--- src/tcw_pkg.sv ---
// ----------------------------------------------------------------------------
// tcw_pkg - text console writer shared definitions
// Field widths, character codes, function codes, controller states and the
// command/status bundles passed between controller and datapath.
// ----------------------------------------------------------------------------
package tcw_pkg;

    localparam int DEF_COLUMNS = 80;
    localparam int DEF_ROWS    = 25;

    localparam int FUNC_W    = 2;
    localparam int CODE_W    = 8;
    localparam int IDX_W     = 11;
    localparam int DATA_W    = 16;
    localparam int COLOR_W   = 8;
    localparam int ROW_OUT_W = 5;
    localparam int COL_OUT_W = 7;

    localparam logic [COLOR_W-1:0] COLOR_RESET = 8'd7;

    localparam logic [FUNC_W-1:0] FUNC_PUT   = 2'd0;
    localparam logic [FUNC_W-1:0] FUNC_READ  = 2'd1;
    localparam logic [FUNC_W-1:0] FUNC_CLEAR = 2'd2;

    localparam logic [CODE_W-1:0] LOW_CODE     = 8'd20;
    localparam logic [CODE_W-1:0] HIGH_CODE    = 8'd126;
    localparam logic [CODE_W-1:0] NEWLINE_CODE = 8'd10;
    localparam logic [CODE_W-1:0] SPACE_CODE   = 8'd32;

    typedef enum logic [2:0] {
        ST_INIT,
        ST_IDLE,
        ST_READ,
        ST_CLEAR,
        ST_COPY,
        ST_DRAIN,
        ST_BLANK
    } state_t;

    typedef struct packed {
        logic init_step;    // write zero at sweep address, advance sweep
        logic clear_step;   // write blank cell at sweep address, advance sweep
        logic copy_step;    // read one row down at sweep, advance sweep
        logic sweep_clr;
        logic glyph_put;    // write glyph at cursor and advance cursor
        logic newline;
        logic read_issue;
        logic out_load;
        logic out_status;
        logic out_use_mem;
    } cmd_t;

    typedef struct packed {
        logic is_newline;
        logic is_glyph;
        logic last_col;
        logic last_row;
        logic sweep_last;
        logic copy_last;
    } stat_t;

endpackage

--- src/tcw_control.sv ---
// ----------------------------------------------------------------------------
// tcw_control - text console writer sequencer
// Owns the handshakes and steps the datapath through put, read, clear,
// scroll and the post-reset init sweep.
// ----------------------------------------------------------------------------
module tcw_control (
    input  logic                        clk,
    input  logic                        rst_n,
    input  logic                        in_valid,
    input  logic [tcw_pkg::FUNC_W-1:0]  func,
    input  logic                        out_stall,
    input  tcw_pkg::stat_t              stat,
    output logic                        in_stall,
    output logic                        out_valid,
    output tcw_pkg::cmd_t               cmd
);

    tcw_pkg::state_t state_reg, state_next;
    logic            out_valid_reg, out_valid_next;
    logic            accept;
    logic            need_scroll;

    assign in_stall  = (state_reg != tcw_pkg::ST_IDLE) || (out_valid_reg && out_stall);
    assign accept    = in_valid && !in_stall;
    assign out_valid = out_valid_reg;

    // newline on the last row, or a glyph in the last cell of the screen
    assign need_scroll = stat.last_row &&
                         (stat.is_newline || (stat.is_glyph && stat.last_col));

    always_comb
    begin
        state_next = state_reg;
        case (state_reg)
            tcw_pkg::ST_INIT:
            begin
                if (stat.sweep_last)
                begin
                    state_next = tcw_pkg::ST_IDLE;
                end
            end
            tcw_pkg::ST_IDLE:
            begin
                if (accept)
                begin
                    case (func)
                        tcw_pkg::FUNC_PUT:
                        begin
                            if (need_scroll)
                            begin
                                state_next = tcw_pkg::ST_COPY;
                            end
                        end
                        tcw_pkg::FUNC_READ:  state_next = tcw_pkg::ST_READ;
                        tcw_pkg::FUNC_CLEAR: state_next = tcw_pkg::ST_CLEAR;
                        default:             state_next = tcw_pkg::ST_IDLE;
                    endcase
                end
            end
            tcw_pkg::ST_READ: state_next = tcw_pkg::ST_IDLE;
            tcw_pkg::ST_CLEAR:
            begin
                if (stat.sweep_last)
                begin
                    state_next = tcw_pkg::ST_IDLE;
                end
            end
            tcw_pkg::ST_COPY:
            begin
                if (stat.copy_last)
                begin
                    state_next = tcw_pkg::ST_DRAIN;
                end
            end
            tcw_pkg::ST_DRAIN: state_next = tcw_pkg::ST_BLANK;
            tcw_pkg::ST_BLANK:
            begin
                if (stat.sweep_last)
                begin
                    state_next = tcw_pkg::ST_IDLE;
                end
            end
            default: state_next = tcw_pkg::ST_IDLE;
        endcase
    end

    always_comb
    begin
        cmd = '0;
        case (state_reg)
            tcw_pkg::ST_INIT: cmd.init_step = 1'b1;
            tcw_pkg::ST_IDLE:
            begin
                if (accept)
                begin
                    case (func)
                        tcw_pkg::FUNC_PUT:
                        begin
                            if (stat.is_newline)
                            begin
                                cmd.newline = 1'b1;
                            end
                            else if (stat.is_glyph)
                            begin
                                cmd.glyph_put = 1'b1;
                            end
                            if (need_scroll)
                            begin
                                cmd.sweep_clr = 1'b1;
                            end
                            else
                            begin
                                cmd.out_load   = 1'b1;
                                cmd.out_status = !stat.is_newline && !stat.is_glyph;
                            end
                        end
                        tcw_pkg::FUNC_READ: cmd.read_issue = 1'b1;
                        tcw_pkg::FUNC_CLEAR: cmd.sweep_clr = 1'b1;
                        default: cmd.out_load = 1'b1;
                    endcase
                end
            end
            tcw_pkg::ST_READ:
            begin
                cmd.out_load    = 1'b1;
                cmd.out_use_mem = 1'b1;
            end
            tcw_pkg::ST_CLEAR, tcw_pkg::ST_BLANK:
            begin
                cmd.clear_step = 1'b1;
                cmd.out_load   = stat.sweep_last;
            end
            tcw_pkg::ST_COPY: cmd.copy_step = 1'b1;
            default: cmd = '0;
        endcase
    end

    assign out_valid_next = cmd.out_load || (out_valid_reg && out_stall);

    always_ff @(posedge clk or negedge rst_n)
    begin
        if (!rst_n)
        begin
            state_reg     <= tcw_pkg::ST_INIT;
            out_valid_reg <= 1'b0;
        end
        else
        begin
            state_reg     <= state_next;
            out_valid_reg <= out_valid_next;
        end
    end

endmodule

--- config.mk ---
export PLATFORM = sky130hd
export DESIGN_NAME = tcw_control
export DESIGN_NICKNAME = d
export VERILOG_FILES = /design/src/tcw_pkg.sv /design/src/tcw_control.sv
export SDC_FILE = /design/constraint.sdc
export NUM_CORES = 1
export LEC_CHECK = 0
export BUFFER_PORTS_ARGS = -buffer_cell sky130_fd_sc_hd__buf_2
export CAP_MARGIN = 20
export CORE_AREA = 2 2 39 41
export CTS_BUF_LIST = sky130_fd_sc_hd__clkbuf_4
export CTS_CLUSTER_SIZE = 8
export DETAILED_ROUTE_END_ITERATION = 10
export DIE_AREA = 0 0 41 43
export PLACE_DENSITY = 0.64
export SETUP_SLACK_MARGIN = 0.05
export SLEW_MARGIN = 20
export SYNTH_ARGS = -nofsm -noshare
export SYNTH_HDL_FRONTEND = slang
export SYNTH_SLANG_ARGS = --single-unit
--- constraint.sdc ---
create_clock -name clk -period 2.1 [get_ports clk]
set_input_delay 0.21 -clock clk [delete_from_list [all_inputs] [get_ports clk]]
set_output_delay 0.21 -clock clk [all_outputs]
set_load 0.01 [all_outputs]
==> results of run 1 <==
[metal layers]
metal / GRT usage / up-vias / part of all wire
met5: 0 / - / 0
met4: 0.1000 / 0 / 0.011
met3: 0.03665 / 2 / 0.043
met2: 0.2344 / 17 / 0.54
met1: 0.1897 / 231 / 0.41
li1: - / 254 / -
[where the power goes]
part	total (mW)	internal, mW	switching [mW]
registers	0.196	0.109	0.0871
clock network	0.0948	0.0639	0.0309
logic	0.332	0.165	0.167
total	0.623	0.338	0.285
[what timing repair did]
item,in CTS,in global routing
hold endpoints to repair,4,0
setup buffers,0,0
hold buffers,1,0
[Yosys cell counts (2+ instances only)]
master,n,area [µm²]
nand2b_1,3,18.77
nor3_1,3,15.01
o21ai_0,3,15.01
nand3_1,4,20.02
dfrtp_1,4,100.1
a21boi_0,2,15.01
nand2_1,7,26.28
inv_1,4,15.01
nor2_1,2,7.510
ha_1,4,50.05
nor3b_1,2,15.01
[final cells by class]
type                       instances  area (µm²)  area share
multi-input combinational         47       325.3      0.5350
inverter                           4       15.01     0.02469
clock buffer                       3       22.52     0.03704
sequential                         4       100.1      0.1646
timing repair buffer              24       125.1      0.2058
tap                               16       20.02     0.03292
[worst paths after layout]
check                      slack [ns]          from  cells after the start           end
setup / recovery                 0.22  state_reg[0]                      5        cmd[5]
hold / removal                   0.29      in_valid                      3  state_reg[2]
setup reg to reg                 0.62  state_reg[0]                      3  state_reg[0]
hold reg to reg                  0.63     out_valid                      2     out_valid
max in group asynchronous        1.67         rst_n                      2     out_valid
min in group asynchronous        0.30         rst_n                      2  state_reg[0]
[worst max-delay path, stage by stage, from the launching register on]
cell	delay, ns
dfrtp_1	0.61
nand2b_4	0.10
nor3_2	0.27
nand2_1	0.13
nor3b_2	0.17
buf_2	0.14
[cells by family (layout without fill, tap and decap cells)]
logic type / Yosys count / after routing / share of synthesized area
simple gates: 29 / 29 / 0.3696
compound gates: 13 / 13 / 0.2065
buf+inv: 7 / 31 / 0.07606
fa+ha+maj: 4 / 4 / 0.1087
flops: 4 / 4 / 0.2174
mux: 1 / 1 / 0.02174
==> run_results.csv, run 1 <==
group,metric,value,unit
run_status,outcome,"finished clean",
synthesis,syn-cell-area,460.4,µm²
sta,setup_tns,0,ns
clock_tree,cts_buffers,3,
finish,fin_util,0.4394,
floorplan,fp.dieArea,0.001763,mm²
global_routing,antenna_found_initial,0,
drt,postRouteAntennaNets,0,
drt,avgRoutedWirePerCell,11.42,µm
clock_tree,clk_pin_slew,0.04,ns
global_routing,track_usage,0.1566,
synthesis,synth_edf_count,0,
drt,drtIter0Drc,12,
synthesis,synth.avg_cell_area,7.939,µm²
drt,firstDrtPassIters,4,
place,dp_hpwl,902.6,µm
synthesis,synth_fp_nets,74,
sta,hold_viol_final,0,
floorplan,die_h,43,µm
sta,fin_worst_skew,0.006349,ns
floorplan,die_x,41,µm
place,placed_area,575.6,µm²
finish,area_delta_synth_final,32.07,%
floorplan,start_util,0.3327,
drt,routed_wl,1.119,mm
clock_tree,htreeDepth,1,
finish,diodes,0,
setup_path,crit_fanout,14,
global_routing,grt_pass1_vias,474,
floorplan,rows,14,
setup_path,cp-start-kind,"register",
clock_tree,clock_latency,0.24,ns
finish,final_common_cell,"buf_2",
sta,fin_crit_sh,0.8944,
synthesis,seq_area_frac_synth,0.2174,
place,dp_slack,0.4712,ns
place,dp.cells,94,
finish,layout_common_cells,"buf_2 (23), nand2_1 (7)",
sta,rsz0062_at_grt,"false",
clock_tree,cts.sinks,4,
clock_tree,cts_tree,"yes",
global_routing,grt_max_degree,15,
sta,fmax,532.4,MHz
global_routing,grt_first_pass_wirelength,1.856,mm
global_routing,overflow,0,
pwr,p_per_area,1025,mW/mm²
sta,maxSlewHeadroom,0.7007,
pwr,finalPower,0.6231,mW
synthesis,ys_ff_latch,4,
finish,finalNetCount,100,
finish,layout-drive-gt1-share,0.3659,
sta,fin_ws,0.2218,ns
place,globalplace.congestion,0.8632,
synthesis,synth-main-ff-cell,"dfrtp_1",
pwr,p_leak,0.3268,nW
finish,fillers,147,
drt,drc,0,
finish,largest_reg_flops,3,
clock_tree,root_buffer,"clkbuf_4",
setup_path,critical_path_class,"reg2out",
sta,hold_ws,0.2860,ns
finish,stdcell_area,608.1,µm²
sta,worst_slew_pin_slew,0.4489,ns
synthesis,ys_types,31,
drt,vias_per_cell,5.143,
sta,setup_violations,0,
synthesis,ys_warn_count,0,
sta,fin_crit,1.878,ns
setup_path,worstSetupEndpointType,"output pin",
place,portBuffers,23,
finish,final_cells,98,
synthesis,synthCells,58,
synthesis,async_flop_share,1.000,
sta,drv_slew,0,
floorplan,pin_count,24,
floorplan,coreArea,0.001384,mm²
job,maxCapViolCount,0,
clock_tree,cts_resized,0,
setup_path,cp.required,1.89,ns
setup_path,cp.arrival,1.67,ns
drt,num_vias,504,
pwr,ir_drop,0.3472,mV
clock_tree,cts.path.max_buffers,2,
hold_path,worst_hold_path_type,"in2reg",
No activity file was read; power rests on OpenSTA's default activity.
==> inputs of run 2 (changes only) <==
- GPL_TIMING_DRIVEN: default -> 0
- TNS_END_PERCENT: default -> 1
==> run_results.csv, run 2 (synthesis gave the netlist of run 1 again) <==
group,metric,value,unit
sta,fin_crit_sh,0.8943,
drt,vias_per_cell,5.089,
sta,hold_viol_final,0,
finish,diodes,0,
finish,final_common_cell,"buf_2",
drt,num_vias,514,
place,globalplace.congestion,0.8043,
setup_path,timing.rr.start,"out_valid",
sta,setup_violations,0,
finish,multiInputGateArea,325.3,µm²
finish,stdcell_area,628.1,µm²
clock_tree,cts_resized,0,
sta,hold_ws,0.2690,ns
sta,fin_crit,1.878,ns
clock_tree,clk_pin_slew,0.04,ns
setup_path,cp-start-kind,"register",
clock_tree,htreeDepth,1,
finish,layout_common_cells,"buf_2 (24), nand2_1 (7)",
clock_tree,root_buffer,"clkbuf_4",
clock_tree,cts_setup_buffers,0,
sta,fin_worst_skew,0.004088,ns
setup_path,critical_path_class,"reg2out",
setup_path,r2r_cells,3,
floorplan,rows,14,
job,maxCapViolCount,0,
drt,drtIter0Drc,7,
drt,postRouteAntennaNets,0,
floorplan,die_x,41,µm
hold_path,hold_path_depth,3,
finish,finalNetCount,103,
clock_tree,clock_latency,0.24,ns
pwr,finalPower,0.6522,mW
drt,avgRoutedWirePerCell,10.69,µm
sta,worst_slew_pin_slew,0.3754,ns
floorplan,pin_count,24,
sta,rsz0062_at_grt,"false",
drt,routed_wl,1.080,mm
floorplan,fp.dieArea,0.001763,mm²
finish,largest_reg_flops,3,
sta,drv_slew,0,
global_routing,grt_first_pass_wirelength,1.600,mm
global_routing,antenna_found_initial,0,
clock_tree,cts_buffers,3,
finish,fin_util,0.4539,
floorplan,die_h,43,µm
run_status,outcome,"finished clean",
place,dp_hpwl,897.3,µm
place,placed_area,595.6,µm²
clock_tree,cts.sinks,4,
drt,firstDrtPassIters,4,
setup_path,cp.required,1.89,ns
finish,layout-drive-gt1-share,0.3765,
finish,ff_latch_area,100.1,µm²
hold_path,worst_hold_path_type,"in2reg",
drt,drc,0,
sta,setup_tns,0,ns
clock_tree,cts_tree,"yes",
hold_path,hold_end,"state_reg[2]",
finish,area_delta_synth_final,36.41,%
global_routing,grt_max_degree,11,
sta,maxSlewHeadroom,0.7497,
place,portBuffers,23,
clock_tree,cts.path.max_buffers,2,
setup_path,r2r_end,"state_reg[0]",
pwr,p_per_area,1038,mW/mm²
setup_path,cp.arrival,1.67,ns
global_routing,overflow,0,
setup_path,crit_fanout,10,
floorplan,coreArea,0.001384,mm²
global_routing,track_usage,0.1407,
sta,fmax,532.5,MHz
finish,fillers,152,
hold_path,hold_start,"in_valid",
floorplan,start_util,0.3327,
global_routing,grt_pass1_vias,397,
pwr,ir_drop,0.2616,mV
setup_path,worstSetupEndpointType,"output pin",
setup_path,rrSetupSlack,0.76,ns
pwr,p_leak,0.3375,nW
## run 2: worst max path at each step
| stage | start | end | slack (ns) | depth (start not counted) |
|---|---|---|---|---|
| after floorplan | state_reg[2] | cmd[1] | 0.65 | 5 |
| after global placement | state_reg[1] | cmd[5] | 0.47 | 5 |
| after detailed placement | state_reg[1] | cmd[5] | 0.47 | 5 |
| after CTS | state_reg[1] | cmd[5] | 0.21 | 5 |
| after global routing | state_reg[1] | cmd[5] | 0.07 | 5 |
| final | state_reg[1] | cmd[5] | 0.22 | 5 |
## run 2: stage by stage
| step | cells | worst slack [ns] |
|---|---|---|
| 2_1_floorplan | 58 | 0.6502 |
| 3_3_place_gp | 97 | 0.4732 |
| 3_5_place_dp | 97 | 0.4721 |
| 4_1_cts | 101 | 0.2089 |
| 5_1_grt | 101 | 0.07457 |
| 6_report | 101 | 0.2219 |
## run 2: final cells by class
cell class	count	share of cell area
tap	16	0.03187
multi-input combinational	47	0.5179
inverter	4	0.02390
sequential	4	0.1594
buffer	3	0.03187
clock buffer	3	0.03586
timing repair buffer	24	0.1992
## run 2: power breakdown
group	internal (mW)	switching (mW)	leakage, nW
Combinational	0.187	0.221	0.274
Clock	0.0640	0.0329	0.0138
Sequential	0.110	0.0375	0.0499
## run 2: worst max-delay path, cell delays in order (launching register included)
cell and delay [ns]:
dfrtp_1 0.41, clkbuf_1 0.23, nor3_2 0.35, nand2_1 0.13
nor3b_2 0.17, buf_2 0.14
## run 2: routing by layer
| layer | part of all wire | GRT usage |
|---|---|---|
| met3 | 0.060 | 0.04712 |
| met2 | 0.47 | 0.1844 |
| met5 | 0 | 0 |
| met1 | 0.44 | 0.1742 |
| met4 | 0.025 | 0.1200 |
## run 2: what timing repair did
action	CTS	global route
endpoints found under the hold margin	4	0
setup endpoints to repair	0	0
hold buffers	1	0
